===== config.mk =====
export PLATFORM = sky130hd
export DESIGN_NAME = hashed_block_buffer_cache
export DESIGN_NICKNAME = d
export VERILOG_FILES = /design/src/design/hbc_pkg.sv /design/src/design/hbc_entry_mem.sv /design/src/design/hbc_link_mem.sv /design/src/design/hbc_ctrl.sv /design/src/design/hashed_block_buffer_cache.sv
export SDC_FILE = /design/constraint.sdc
export NUM_CORES = 2
export LEC_CHECK = 0
export ABC_AREA = 1
export BUFFER_PORTS_ARGS = -buffer_cell sky130_fd_sc_hd__buf_2
export CAP_MARGIN = 20
export CORE_ASPECT_RATIO = 0.8
export CORE_MARGIN = 1
export CORE_UTILIZATION = 30
export DETAILED_ROUTE_END_ITERATION = 8
export PLACE_DENSITY = 0.46
export SETUP_SLACK_MARGIN = 0.05
export SKIP_LAST_GASP = 1
export SYNTH_ARGS = -nofsm -noshare
export SYNTH_HDL_FRONTEND = slang
export SYNTH_HIERARCHICAL = 1
export SYNTH_SLANG_ARGS = --single-unit

===== constraint.sdc =====
create_clock -name clk -period 5.5 [get_ports clk]
set_input_delay 0 -clock clk [delete_from_list [all_inputs] [get_ports clk]]
set_output_delay 0 -clock clk [all_outputs]
set_load 0.05 [all_outputs]

===== src/design/hbc_pkg.sv =====
// hbc_pkg: shared types and constants of the hashed block buffer cache
// no dependencies; used by every module under design/
package hbc_pkg;

    localparam int DEV_W  = 32;
    localparam int BLK_W  = 32;
    localparam int CNT_W  = 6;
    localparam int SLOT_W = 5;
    localparam int OP_W   = 2;
    localparam int STAT_W = 2;

    localparam logic [CNT_W-1:0] CNT_MAX = 6'd63;

    localparam int BUFFER_COUNT_DEF = 32;
    localparam int BUCKET_COUNT_DEF = 13;

    localparam logic [OP_W-1:0] OP_GET     = 2'd0;
    localparam logic [OP_W-1:0] OP_RELEASE = 2'd1;
    localparam logic [OP_W-1:0] OP_PIN     = 2'd2;
    localparam logic [OP_W-1:0] OP_UNPIN   = 2'd3;

    localparam logic [STAT_W-1:0] ST_OK        = 2'd0;
    localparam logic [STAT_W-1:0] ST_NO_BUFFER = 2'd1;
    localparam logic [STAT_W-1:0] ST_UNDERFLOW = 2'd2;

    typedef struct packed {
        logic [DEV_W-1:0] dev;
        logic [BLK_W-1:0] blk;
        logic [CNT_W-1:0] cnt;
        logic             dval;
    } entry_t;

    typedef struct packed {
        logic   we;
        entry_t data;
    } entry_wr_t;

endpackage


===== src/design/hbc_entry_mem.sv =====
// hbc_entry_mem: per-buffer tag, count and valid record memory
// registered synchronous read; depends on hbc_pkg
module hbc_entry_mem #(
    parameter int BUFFER_COUNT = hbc_pkg::BUFFER_COUNT_DEF,
    parameter int ENT_W = (BUFFER_COUNT > 1) ? $clog2(BUFFER_COUNT) : 1
) (
    input  logic               clk,
    input  logic               rst_n,
    input  logic [ENT_W-1:0]   raddr,
    output hbc_pkg::entry_t    rdata,
    input  hbc_pkg::entry_wr_t wr,
    input  logic [ENT_W-1:0]   waddr
);

    hbc_pkg::entry_t mem [BUFFER_COUNT];
    logic [BUFFER_COUNT-1:0] init_reg;
    hbc_pkg::entry_t rd_reg;
    logic rd_ok_reg;

    always_ff @(posedge clk)
    begin
        if (wr.we)
        begin
            mem[waddr] <= wr.data;
        end
        rd_reg <= mem[raddr];
    end

    // entries never written read as the reset record (all zero)
    always_ff @(posedge clk or negedge rst_n)
    begin
        if (!rst_n)
        begin
            init_reg  <= '0;
            rd_ok_reg <= 1'b0;
        end
        else
        begin
            if (wr.we)
            begin
                init_reg[waddr] <= 1'b1;
            end
            rd_ok_reg <= init_reg[raddr];
        end
    end

    assign rdata = rd_ok_reg ? rd_reg : '0;

endmodule


===== src/design/hbc_link_mem.sv =====
// hbc_link_mem: next and prev link memories over entries and bucket heads
// registered synchronous read, reset lists all entries in bucket zero; depends on hbc_pkg
module hbc_link_mem #(
    parameter int BUFFER_COUNT = hbc_pkg::BUFFER_COUNT_DEF,
    parameter int BUCKET_COUNT = hbc_pkg::BUCKET_COUNT_DEF,
    parameter int NODE_COUNT = BUFFER_COUNT + BUCKET_COUNT,
    parameter int NODE_W = $clog2(NODE_COUNT)
) (
    input  logic              clk,
    input  logic              rst_n,
    input  logic [NODE_W-1:0] raddr,
    output logic [NODE_W-1:0] next_rd,
    output logic [NODE_W-1:0] prev_rd,
    input  logic              next_we,
    input  logic [NODE_W-1:0] next_waddr,
    input  logic [NODE_W-1:0] next_wdata,
    input  logic              prev_we,
    input  logic [NODE_W-1:0] prev_waddr,
    input  logic [NODE_W-1:0] prev_wdata
);

    function automatic int next_reset(input int i);
        int r;
        if (i < BUFFER_COUNT)
        begin
            r = (i == 0) ? BUFFER_COUNT : i - 1;
        end
        else if (i == BUFFER_COUNT)
        begin
            r = BUFFER_COUNT - 1;
        end
        else
        begin
            r = i;
        end
        return r;
    endfunction

    function automatic int prev_reset(input int i);
        int r;
        if (i < BUFFER_COUNT)
        begin
            r = (i == BUFFER_COUNT - 1) ? BUFFER_COUNT : i + 1;
        end
        else if (i == BUFFER_COUNT)
        begin
            r = 0;
        end
        else
        begin
            r = i;
        end
        return r;
    endfunction

    logic [NODE_W-1:0] next_mem [NODE_COUNT];
    logic [NODE_W-1:0] prev_mem [NODE_COUNT];
    logic [NODE_COUNT-1:0] next_init_reg;
    logic [NODE_COUNT-1:0] prev_init_reg;
    logic [NODE_W-1:0] next_mem_reg;
    logic [NODE_W-1:0] prev_mem_reg;
    logic [NODE_W-1:0] next_rst_reg;
    logic [NODE_W-1:0] prev_rst_reg;
    logic next_ok_reg;
    logic prev_ok_reg;

    always_ff @(posedge clk)
    begin
        if (next_we)
        begin
            next_mem[next_waddr] <= next_wdata;
        end
        if (prev_we)
        begin
            prev_mem[prev_waddr] <= prev_wdata;
        end
        next_mem_reg <= next_mem[raddr];
        prev_mem_reg <= prev_mem[raddr];
        next_rst_reg <= NODE_W'(next_reset(int'(raddr)));
        prev_rst_reg <= NODE_W'(prev_reset(int'(raddr)));
    end

    always_ff @(posedge clk or negedge rst_n)
    begin
        if (!rst_n)
        begin
            next_init_reg <= '0;
            prev_init_reg <= '0;
            next_ok_reg   <= 1'b0;
            prev_ok_reg   <= 1'b0;
        end
        else
        begin
            if (next_we)
            begin
                next_init_reg[next_waddr] <= 1'b1;
            end
            if (prev_we)
            begin
                prev_init_reg[prev_waddr] <= 1'b1;
            end
            next_ok_reg <= next_init_reg[raddr];
            prev_ok_reg <= prev_init_reg[raddr];
        end
    end

    assign next_rd = next_ok_reg ? next_mem_reg : next_rst_reg;
    assign prev_rd = prev_ok_reg ? prev_mem_reg : prev_rst_reg;

endmodule


===== src/design/hbc_ctrl.sv =====
// hbc_ctrl: sequencer for get, release, pin and unpin; walks bucket lists
// through the entry and link memories; depends on hbc_pkg
module hbc_ctrl #(
    parameter int BUFFER_COUNT = hbc_pkg::BUFFER_COUNT_DEF,
    parameter int BUCKET_COUNT = hbc_pkg::BUCKET_COUNT_DEF,
    parameter int NODE_W = $clog2(BUFFER_COUNT + BUCKET_COUNT),
    parameter int ENT_W = (BUFFER_COUNT > 1) ? $clog2(BUFFER_COUNT) : 1,
    parameter int BKT_W = (BUCKET_COUNT > 1) ? $clog2(BUCKET_COUNT) : 1
) (
    input  logic                       clk,
    input  logic                       rst_n,
    input  logic                       in_valid,
    output logic                       in_ready,
    input  logic [hbc_pkg::OP_W-1:0]   op,
    input  logic [hbc_pkg::DEV_W-1:0]  device,
    input  logic [hbc_pkg::BLK_W-1:0]  block_number,
    input  logic [hbc_pkg::SLOT_W-1:0] entry_index,
    output logic                       out_valid,
    input  logic                       out_ready,
    output logic [hbc_pkg::SLOT_W-1:0] buffer_slot,
    output logic                       hit,
    output logic                       needs_fill,
    output logic [hbc_pkg::STAT_W-1:0] status,
    output logic [ENT_W-1:0]           ent_raddr,
    input  hbc_pkg::entry_t            ent_rd,
    output hbc_pkg::entry_wr_t         ent_wr,
    output logic [ENT_W-1:0]           ent_waddr,
    output logic [NODE_W-1:0]          link_raddr,
    input  logic [NODE_W-1:0]          next_rd,
    input  logic [NODE_W-1:0]          prev_rd,
    output logic                       next_we,
    output logic [NODE_W-1:0]          next_waddr,
    output logic [NODE_W-1:0]          next_wdata,
    output logic                       prev_we,
    output logic [NODE_W-1:0]          prev_waddr,
    output logic [NODE_W-1:0]          prev_wdata
);

    localparam logic [3:0] S_IDLE  = 4'd0;
    localparam logic [3:0] S_MOD   = 4'd1;
    localparam logic [3:0] S_HWALK = 4'd2;
    localparam logic [3:0] S_SWALK = 4'd3;
    localparam logic [3:0] S_PUSH1 = 4'd4;
    localparam logic [3:0] S_PUSH2 = 4'd5;
    localparam logic [3:0] S_CNT   = 4'd6;
    localparam logic [3:0] S_DONE  = 4'd7;
    localparam logic [3:0] S_QUOT  = 4'd8;
    localparam logic [3:0] S_REM   = 4'd9;

    localparam logic [NODE_W-1:0] HEAD0 = NODE_W'(BUFFER_COUNT);
    localparam logic [BKT_W-1:0]  BKT_LAST = BKT_W'(BUCKET_COUNT - 1);

    // byte weights 2^(8k) mod BUCKET_COUNT; the folded sum stays below 2^15
    localparam int FOLD_W = 15;
    localparam int RECIP_SH = FOLD_W + 5;
    localparam int PROD_W = FOLD_W + RECIP_SH + 1;
    localparam logic [FOLD_W-1:0] W0 = FOLD_W'(1 % BUCKET_COUNT);
    localparam logic [FOLD_W-1:0] W1 = FOLD_W'((1 << 8) % BUCKET_COUNT);
    localparam logic [FOLD_W-1:0] W2 = FOLD_W'((1 << 16) % BUCKET_COUNT);
    localparam logic [FOLD_W-1:0] W3 = FOLD_W'((1 << 24) % BUCKET_COUNT);
    localparam logic [RECIP_SH:0] RECIP =
        (RECIP_SH+1)'(((1 << RECIP_SH) + BUCKET_COUNT - 1) / BUCKET_COUNT);
    localparam logic [FOLD_W-1:0] BKT_MUL = FOLD_W'(BUCKET_COUNT);

    logic [3:0] state_reg, state_next;
    logic [hbc_pkg::OP_W-1:0] op_reg, op_next;
    logic [hbc_pkg::DEV_W-1:0] dev_reg, dev_next;
    logic [hbc_pkg::BLK_W-1:0] blk_reg, blk_next;
    logic [FOLD_W-1:0] fold_reg, fold_next;
    logic [FOLD_W-1:0] quot_reg, quot_next;
    logic [hbc_pkg::SLOT_W-1:0] ent_reg, ent_next;
    logic [BKT_W-1:0] mod_reg, mod_next;
    logic [BKT_W-1:0] bkt_reg, bkt_next;
    logic [NODE_W-1:0] cur_reg, cur_next;
    logic [NODE_W-1:0] victim_reg, victim_next;
    logic [hbc_pkg::SLOT_W-1:0] res_slot_reg, res_slot_next;
    logic res_hit_reg, res_hit_next;
    logic res_fill_reg, res_fill_next;
    logic [hbc_pkg::STAT_W-1:0] res_stat_reg, res_stat_next;
    logic out_valid_reg, out_valid_next;
    logic [hbc_pkg::SLOT_W-1:0] out_slot_reg, out_slot_next;
    logic out_hit_reg, out_hit_next;
    logic out_fill_reg, out_fill_next;
    logic [hbc_pkg::STAT_W-1:0] out_stat_reg, out_stat_next;

    logic [FOLD_W-1:0] fold_sum;
    logic [PROD_W-1:0] quot_prod;
    logic [FOLD_W-1:0] rem_full;
    logic [NODE_W-1:0] node_addr;
    logic cur_is_entry;
    logic next_is_head;
    logic [hbc_pkg::CNT_W-1:0] cnt_inc;
    logic [NODE_W-1:0] head_idx;

    assign cur_is_entry = cur_reg < HEAD0;
    assign next_is_head = next_rd >= HEAD0;
    assign cnt_inc = (ent_rd.cnt == hbc_pkg::CNT_MAX) ? ent_rd.cnt
                                                      : ent_rd.cnt + 1'b1;
    assign head_idx = HEAD0 + NODE_W'(mod_reg);
    // bucket index: fold bytes, reciprocal quotient, then remainder
    assign fold_sum = FOLD_W'(blk_reg[7:0]) * W0 + FOLD_W'(blk_reg[15:8]) * W1
                    + FOLD_W'(blk_reg[23:16]) * W2 + FOLD_W'(blk_reg[31:24]) * W3;
    assign quot_prod = PROD_W'(fold_reg) * PROD_W'(RECIP);
    assign rem_full = fold_reg - quot_reg * BKT_MUL;

    always_comb
    begin
        state_next = state_reg;
        op_next = op_reg;
        dev_next = dev_reg;
        blk_next = blk_reg;
        fold_next = fold_reg;
        quot_next = quot_reg;
        ent_next = ent_reg;
        mod_next = mod_reg;
        bkt_next = bkt_reg;
        cur_next = cur_reg;
        victim_next = victim_reg;
        res_slot_next = res_slot_reg;
        res_hit_next = res_hit_reg;
        res_fill_next = res_fill_reg;
        res_stat_next = res_stat_reg;
        out_valid_next = out_valid_reg && !out_ready;
        out_slot_next = out_slot_reg;
        out_hit_next = out_hit_reg;
        out_fill_next = out_fill_reg;
        out_stat_next = out_stat_reg;
        node_addr = cur_reg;
        ent_raddr = ENT_W'(cur_reg);
        ent_wr = '0;
        ent_waddr = ENT_W'(cur_reg);
        next_we = 1'b0;
        next_waddr = cur_reg;
        next_wdata = cur_reg;
        prev_we = 1'b0;
        prev_waddr = cur_reg;
        prev_wdata = cur_reg;

        case (state_reg)
            S_IDLE:
            begin
                if (in_valid)
                begin
                    op_next = op;
                    dev_next = device;
                    blk_next = block_number;
                    ent_next = entry_index;
                    res_slot_next = entry_index;
                    res_hit_next = 1'b0;
                    res_fill_next = 1'b0;
                    res_stat_next = hbc_pkg::ST_OK;
                    ent_raddr = ENT_W'(entry_index);
                    if (op == hbc_pkg::OP_GET)
                    begin
                        state_next = S_MOD;
                    end
                    else if (32'(entry_index) >= BUFFER_COUNT)
                    begin
                        state_next = S_DONE;
                    end
                    else
                    begin
                        state_next = S_CNT;
                    end
                end
            end
            S_MOD:
            begin
                fold_next = fold_sum;
                state_next = S_QUOT;
            end
            S_QUOT:
            begin
                quot_next = quot_prod[FOLD_W+RECIP_SH-1:RECIP_SH];
                state_next = S_REM;
            end
            S_REM:
            begin
                mod_next = BKT_W'(rem_full);
                cur_next = HEAD0 + NODE_W'(BKT_W'(rem_full));
                node_addr = cur_next;
                state_next = S_HWALK;
            end
            S_HWALK:
            begin
                if (cur_is_entry && ent_rd.dev == dev_reg && ent_rd.blk == blk_reg)
                begin
                    ent_wr.we = 1'b1;
                    ent_wr.data = '{dev: ent_rd.dev, blk: ent_rd.blk,
                                    cnt: cnt_inc, dval: 1'b1};
                    res_slot_next = hbc_pkg::SLOT_W'(cur_reg);
                    res_hit_next = 1'b1;
                    res_fill_next = !ent_rd.dval;
                    state_next = S_DONE;
                end
                else if (next_is_head)
                begin
                    bkt_next = '0;
                    cur_next = HEAD0;
                    node_addr = HEAD0;
                    state_next = S_SWALK;
                end
                else
                begin
                    cur_next = next_rd;
                    node_addr = next_rd;
                end
            end
            S_SWALK:
            begin
                if (cur_is_entry && ent_rd.cnt == '0)
                begin
                    ent_wr.we = 1'b1;
                    ent_wr.data = '{dev: dev_reg, blk: blk_reg,
                                    cnt: hbc_pkg::CNT_W'(1), dval: 1'b1};
                    res_slot_next = hbc_pkg::SLOT_W'(cur_reg);
                    res_fill_next = 1'b1;
                    victim_next = cur_reg;
                    if (bkt_reg == mod_reg)
                    begin
                        state_next = S_DONE;
                    end
                    else
                    begin
                        // unlink from the old bucket, fetch the target head
                        next_we = 1'b1;
                        next_waddr = prev_rd;
                        next_wdata = next_rd;
                        prev_we = 1'b1;
                        prev_waddr = next_rd;
                        prev_wdata = prev_rd;
                        node_addr = head_idx;
                        state_next = S_PUSH1;
                    end
                end
                else if (next_is_head)
                begin
                    if (bkt_reg == BKT_LAST)
                    begin
                        res_slot_next = '0;
                        res_stat_next = hbc_pkg::ST_NO_BUFFER;
                        state_next = S_DONE;
                    end
                    else
                    begin
                        bkt_next = bkt_reg + 1'b1;
                        cur_next = HEAD0 + NODE_W'(bkt_next);
                        node_addr = cur_next;
                    end
                end
                else
                begin
                    cur_next = next_rd;
                    node_addr = next_rd;
                end
            end
            S_PUSH1:
            begin
                next_we = 1'b1;
                next_waddr = victim_reg;
                next_wdata = next_rd;
                prev_we = 1'b1;
                prev_waddr = next_rd;
                prev_wdata = victim_reg;
                state_next = S_PUSH2;
            end
            S_PUSH2:
            begin
                next_we = 1'b1;
                next_waddr = head_idx;
                next_wdata = victim_reg;
                prev_we = 1'b1;
                prev_waddr = victim_reg;
                prev_wdata = head_idx;
                state_next = S_DONE;
            end
            S_CNT:
            begin
                ent_waddr = ENT_W'(ent_reg);
                ent_wr.data = ent_rd;
                if (op_reg == hbc_pkg::OP_PIN)
                begin
                    ent_wr.we = 1'b1;
                    ent_wr.data.cnt = cnt_inc;
                end
                else if (ent_rd.cnt == '0)
                begin
                    res_stat_next = hbc_pkg::ST_UNDERFLOW;
                end
                else
                begin
                    ent_wr.we = 1'b1;
                    ent_wr.data.cnt = ent_rd.cnt - 1'b1;
                end
                state_next = S_DONE;
            end
            S_DONE:
            begin
                if (!out_valid_reg || out_ready)
                begin
                    out_valid_next = 1'b1;
                    out_slot_next = res_slot_reg;
                    out_hit_next = res_hit_reg;
                    out_fill_next = res_fill_reg;
                    out_stat_next = res_stat_reg;
                    state_next = S_IDLE;
                end
            end
            default:
            begin
                state_next = S_IDLE;
            end
        endcase
        link_raddr = node_addr;
        if (state_reg != S_IDLE && state_reg != S_CNT)
        begin
            ent_raddr = ENT_W'(node_addr);
        end
    end

    always_ff @(posedge clk or negedge rst_n)
    begin
        if (!rst_n)
        begin
            state_reg <= S_IDLE;
            out_valid_reg <= 1'b0;
        end
        else
        begin
            state_reg <= state_next;
            out_valid_reg <= out_valid_next;
        end
    end

    always_ff @(posedge clk)
    begin
        op_reg <= op_next;
        dev_reg <= dev_next;
        blk_reg <= blk_next;
        fold_reg <= fold_next;
        quot_reg <= quot_next;
        ent_reg <= ent_next;
        mod_reg <= mod_next;
        bkt_reg <= bkt_next;
        cur_reg <= cur_next;
        victim_reg <= victim_next;
        res_slot_reg <= res_slot_next;
        res_hit_reg <= res_hit_next;
        res_fill_reg <= res_fill_next;
        res_stat_reg <= res_stat_next;
        out_slot_reg <= out_slot_next;
        out_hit_reg <= out_hit_next;
        out_fill_reg <= out_fill_next;
        out_stat_reg <= out_stat_next;
    end

    assign in_ready = state_reg == S_IDLE;
    assign out_valid = out_valid_reg;
    assign buffer_slot = out_slot_reg;
    assign hit = out_hit_reg;
    assign needs_fill = out_fill_reg;
    assign status = out_stat_reg;

endmodule


===== src/design/hashed_block_buffer_cache.sv =====
// channel | signals                                          | handshake
// in      | op, device, block_number, entry_index            | in_valid / in_ready
// out     | buffer_slot, hit, needs_fill, status             | out_valid / out_ready
//
// one transaction at a time; release, pin and unpin update the count in S_CNT (an
// index out of range skips it); a get finds its bucket in S_MOD, S_QUOT and S_REM,
// walks its own bucket (head and entries) one node per cycle, on a miss scans up to
// BUFFER_COUNT + BUCKET_COUNT nodes for a free entry and, if it lies in another
// bucket, relinks it in S_PUSH1 and S_PUSH2; reset is immediate (per-row valid bits).
// results register in S_DONE, held there with in_ready low while a result waits.
// depends on hbc_pkg, hbc_entry_mem, hbc_link_mem, hbc_ctrl
module hashed_block_buffer_cache #(
    parameter int BUFFER_COUNT = hbc_pkg::BUFFER_COUNT_DEF,
    parameter int BUCKET_COUNT = hbc_pkg::BUCKET_COUNT_DEF
) (
    input  logic                       clk,
    input  logic                       rst_n,
    input  logic                       in_valid,
    output logic                       in_ready,
    input  logic [hbc_pkg::OP_W-1:0]   op,
    input  logic [hbc_pkg::DEV_W-1:0]  device,
    input  logic [hbc_pkg::BLK_W-1:0]  block_number,
    input  logic [hbc_pkg::SLOT_W-1:0] entry_index,
    output logic                       out_valid,
    input  logic                       out_ready,
    output logic [hbc_pkg::SLOT_W-1:0] buffer_slot,
    output logic                       hit,
    output logic                       needs_fill,
    output logic [hbc_pkg::STAT_W-1:0] status
);

    localparam int NODE_W = $clog2(BUFFER_COUNT + BUCKET_COUNT);
    localparam int ENT_W = (BUFFER_COUNT > 1) ? $clog2(BUFFER_COUNT) : 1;

    logic [ENT_W-1:0] ent_raddr;
    logic [ENT_W-1:0] ent_waddr;
    hbc_pkg::entry_t ent_rd;
    hbc_pkg::entry_wr_t ent_wr;
    logic [NODE_W-1:0] link_raddr;
    logic [NODE_W-1:0] next_rd;
    logic [NODE_W-1:0] prev_rd;
    logic next_we;
    logic [NODE_W-1:0] next_waddr;
    logic [NODE_W-1:0] next_wdata;
    logic prev_we;
    logic [NODE_W-1:0] prev_waddr;
    logic [NODE_W-1:0] prev_wdata;

    hbc_entry_mem #(
        .BUFFER_COUNT(BUFFER_COUNT),
        .ENT_W(ENT_W)
    ) u_entry_mem (
        .clk(clk),
        .rst_n(rst_n),
        .raddr(ent_raddr),
        .rdata(ent_rd),
        .wr(ent_wr),
        .waddr(ent_waddr)
    );

    hbc_link_mem #(
        .BUFFER_COUNT(BUFFER_COUNT),
        .BUCKET_COUNT(BUCKET_COUNT),
        .NODE_COUNT(BUFFER_COUNT + BUCKET_COUNT),
        .NODE_W(NODE_W)
    ) u_link_mem (
        .clk(clk),
        .rst_n(rst_n),
        .raddr(link_raddr),
        .next_rd(next_rd),
        .prev_rd(prev_rd),
        .next_we(next_we),
        .next_waddr(next_waddr),
        .next_wdata(next_wdata),
        .prev_we(prev_we),
        .prev_waddr(prev_waddr),
        .prev_wdata(prev_wdata)
    );

    hbc_ctrl #(
        .BUFFER_COUNT(BUFFER_COUNT),
        .BUCKET_COUNT(BUCKET_COUNT),
        .NODE_W(NODE_W),
        .ENT_W(ENT_W)
    ) u_ctrl (
        .clk(clk),
        .rst_n(rst_n),
        .in_valid(in_valid),
        .in_ready(in_ready),
        .op(op),
        .device(device),
        .block_number(block_number),
        .entry_index(entry_index),
        .out_valid(out_valid),
        .out_ready(out_ready),
        .buffer_slot(buffer_slot),
        .hit(hit),
        .needs_fill(needs_fill),
        .status(status),
        .ent_raddr(ent_raddr),
        .ent_rd(ent_rd),
        .ent_wr(ent_wr),
        .ent_waddr(ent_waddr),
        .link_raddr(link_raddr),
        .next_rd(next_rd),
        .prev_rd(prev_rd),
        .next_we(next_we),
        .next_waddr(next_waddr),
        .next_wdata(next_wdata),
        .prev_we(prev_we),
        .prev_waddr(prev_waddr),
        .prev_wdata(prev_wdata)
    );

endmodule


==> impl_metrics.ini <==
[routing]
routed_wl_um = 442000
ant_nets = 0
detail_route.first_pass.iterations = 5
drt_iter0_drc = 9162
vias_per_cell = 4.882
drc = 0
vias = 90800
wl_per_cell_um = 23.77

[floorplan]
ios = 86
die_w_um = 750.4
row_count = 219
coreArea_mm2 = 0.4455
chipHeight_um = 600.7
start_util = 0.3017
dieArea_mm2 = 0.4508

[synth]
yosys.area.top_type_share = 0.6563
ys_warn_count = 6
synthCells = 11920
synth_seq_area_share = 0.6946
ys_types = 54
synthArstFlopShare = 0.04110
synth_nets = 12200
netlist_area_mm2 = 0.1344
synth.largest_area_cell = edfxtp_1
synth.avg_cell_area_um2 = 11.27
ys.flop_type = edfxtp_1
synth.area.top_cells = edfxtp_1, nand2_1, nand3_1, dfrtp_1, inv_1
synth-seq-cells = 3163
synth-edff-count = 2938

[timing]
fin_hold_ws_ns = 0.08083
tightest_slew_ns = 1.044
rsz0062_at_grt = no
setup_viol = 0
fmax_mhz = 194.0
slew_headroom = 0.3013
final_max_slew_viol_count = 0
skew_ns = 0.06604
finalSetupTns_ns = 0
finalCritPeriodShare = 0.9374
period_needed_ns = 5.156
finalHoldViolCount = 0

[setup_path]
critPathArrivalTime_ns = 5.85
critPathRequiredTime_ns = 6.19
critical_path_class = reg -> reg
crit_path_start_kind = flop
cp-end-kind = flop
cp_max_fo = 8
reg2reg_slack_ns = 0.34

[placement]
portBuffers = 85
finalWeightedCongestion = 0.8023
hpwl_um = 247300

[global_route]
grt_max_degree = 161
use_met1 = 0.2884
overflow = 0
busiest_layer = met2
grtUsageMet3 = 0.02293
use_met2 = 0.2925
globalRouteTotalUtil = 0.1907
grt_pass1_wl_um = 637200
grt_pass1_vias = 86270
antenna_found_initial = 9

[clocking]
path_clk_slew_ns = 0.06
cts_tree = built
clock-sinks = 3163
root_buffer = clkbuf_16
ctsLongestPathBuffers = 4
cts_max_level = 5
numCtsBuffers = 348
clock_latency_ns = 0.98

[finish]
nNetsFinal = 12600
fin_util = 0.3551
area_delta_synth_final_pct = 17.70
drive_above_1_share = 0.1050
largest_register_ffs = 2272
n_fill_cell = 44220

[min_path]
hold_class = in -> reg

[status]
status = finished clean

[flow_run]
drv_cap = 0
-- stage by stage --
| stage | instance area (um2) | instances | setup WS [ns] |
|---|---|---|---|
| 4_1_cts | 158200 | 18590 | 0.3468 |
| 6_report | 158200 | 18600 | 0.3440 |
| 2_1_floorplan | 134400 | 11920 | -0.4360 |
| 3_3_place_gp | 145700 | 17800 | 0.2570 |
| 5_1_grt | 158200 | 18590 | 0.1452 |
| 3_5_place_dp | 145700 | 17800 | 0.3792 |
-- layer usage --
layer  wire length [um]  share of wire
met1             209500           0.47
met4               9484          0.021
met3              26470          0.060
met5                 12       0.000027
met2             196600           0.44
-- synthesized netlist by cell type, types with 17 or more instances --
master,number
fa_1,69
nor2_1,455
nand3_1,2406
inv_1,659
o21ai_0,248
dfxtp_1,95
buf_2,394
buf_1,88
clkbuf_1,126
or2_2,88
nand2_1,3614
o22ai_2,50
nand4_1,27
edfxtp_1,2938
o21ai_1,20
inv_2,20
xor2_1,34
ha_1,128
dfrtp_1,130
buf_6,17
a21oi_1,83
buf_4,63
xnor2_1,20
o211ai_1,55
-- timing repair --
item / CTS / global route
hold endpoints to repair: 258 / 0
buffers inserted: 0 / 0
gates resized for setup: 0 / 0
hold buffers: 150 / 0
-- worst max-delay path, cell delays in order (launching register included) --
cell      delay [ns]
edfxtp_1        0.58
ha_1            0.39
fa_1            0.48
ha_1            0.33
fa_1            0.51
fa_1            0.55
inv_1           0.05
fa_1            0.52
inv_1           0.04
ha_1            0.32
a21oi_1         0.17
nor3_1          0.08
or3_1           0.32
a21oi_1         0.16
nor2_1          0.06
nor2_1          0.13
nand2_1         0.08
nand2_1         0.07
nand2_1         0.06
-- area by class of cell --
type | instances | area (um2) | share of cell area
repair buffers | 744 | 8189 | 0.05176
well taps | 5967 | 7466 | 0.04719
clock buffers | 505 | 9739 | 0.06156
clock inverters | 139 | 1197 | 0.007568
flip-flops and latches | 3163 | 93380 | 0.5902
inverters | 682 | 2636 | 0.01666
multi-input cells | 7391 | 35590 | 0.2249
diodes | 8 | 20.02 | 0.0001265
-- cells in the final DEF (no fill, tap or decap), types with 55 or more instances in the layout --
cell and n:
a21oi_1 83, buf_12 191, buf_2 84, buf_4 316, clkbuf_1 123, clkbuf_16 357
dfrtp_1 129, dfxtp_1 95, dlygate4sd3_1 149, edfxtp_1 2938, fa_1 69, ha_1 128
inv_1 658, nand2_1 3609, nand3_1 2406, nor2_1 421, o211ai_1 55, o21ai_0 242
or2_2 88
-- worst paths after layout --
kind,startpoint,endpoint,depth (start not counted)
max,u_ctrl/fold_reg[6],u_ctrl/quot_reg[2],18
max reg2reg,u_ctrl/fold_reg[6],u_ctrl/quot_reg[2],18
min in group asynchronous,rst_n,u_entry_mem/init_reg[26],4
max in group asynchronous,rst_n,u_link_mem/prev_init_reg[36],4
min reg2reg,u_link_mem/prev_init_reg[37],u_link_mem/prev_init_reg[37],2
min,entry_index[1],u_ctrl/res_slot_reg[1],4
-- kinds of logic after synthesis --
family	count (synthesis)	share of synthesized area
adder cells (fa/ha/maj)	197	0.02219
buffers and inverters	1370	0.04467
AND/OR/NAND/NOR	6629	0.2107
AO/OA/AOI/OAI	499	0.02327
flip-flops	3163	0.6946
multiplexers	12	0.001005
XOR/XNOR	54	0.003518
Power is left out: the tool's default activity adds up to more than one toggle a clock period on the data nets, which glitch-free logic cannot reach.
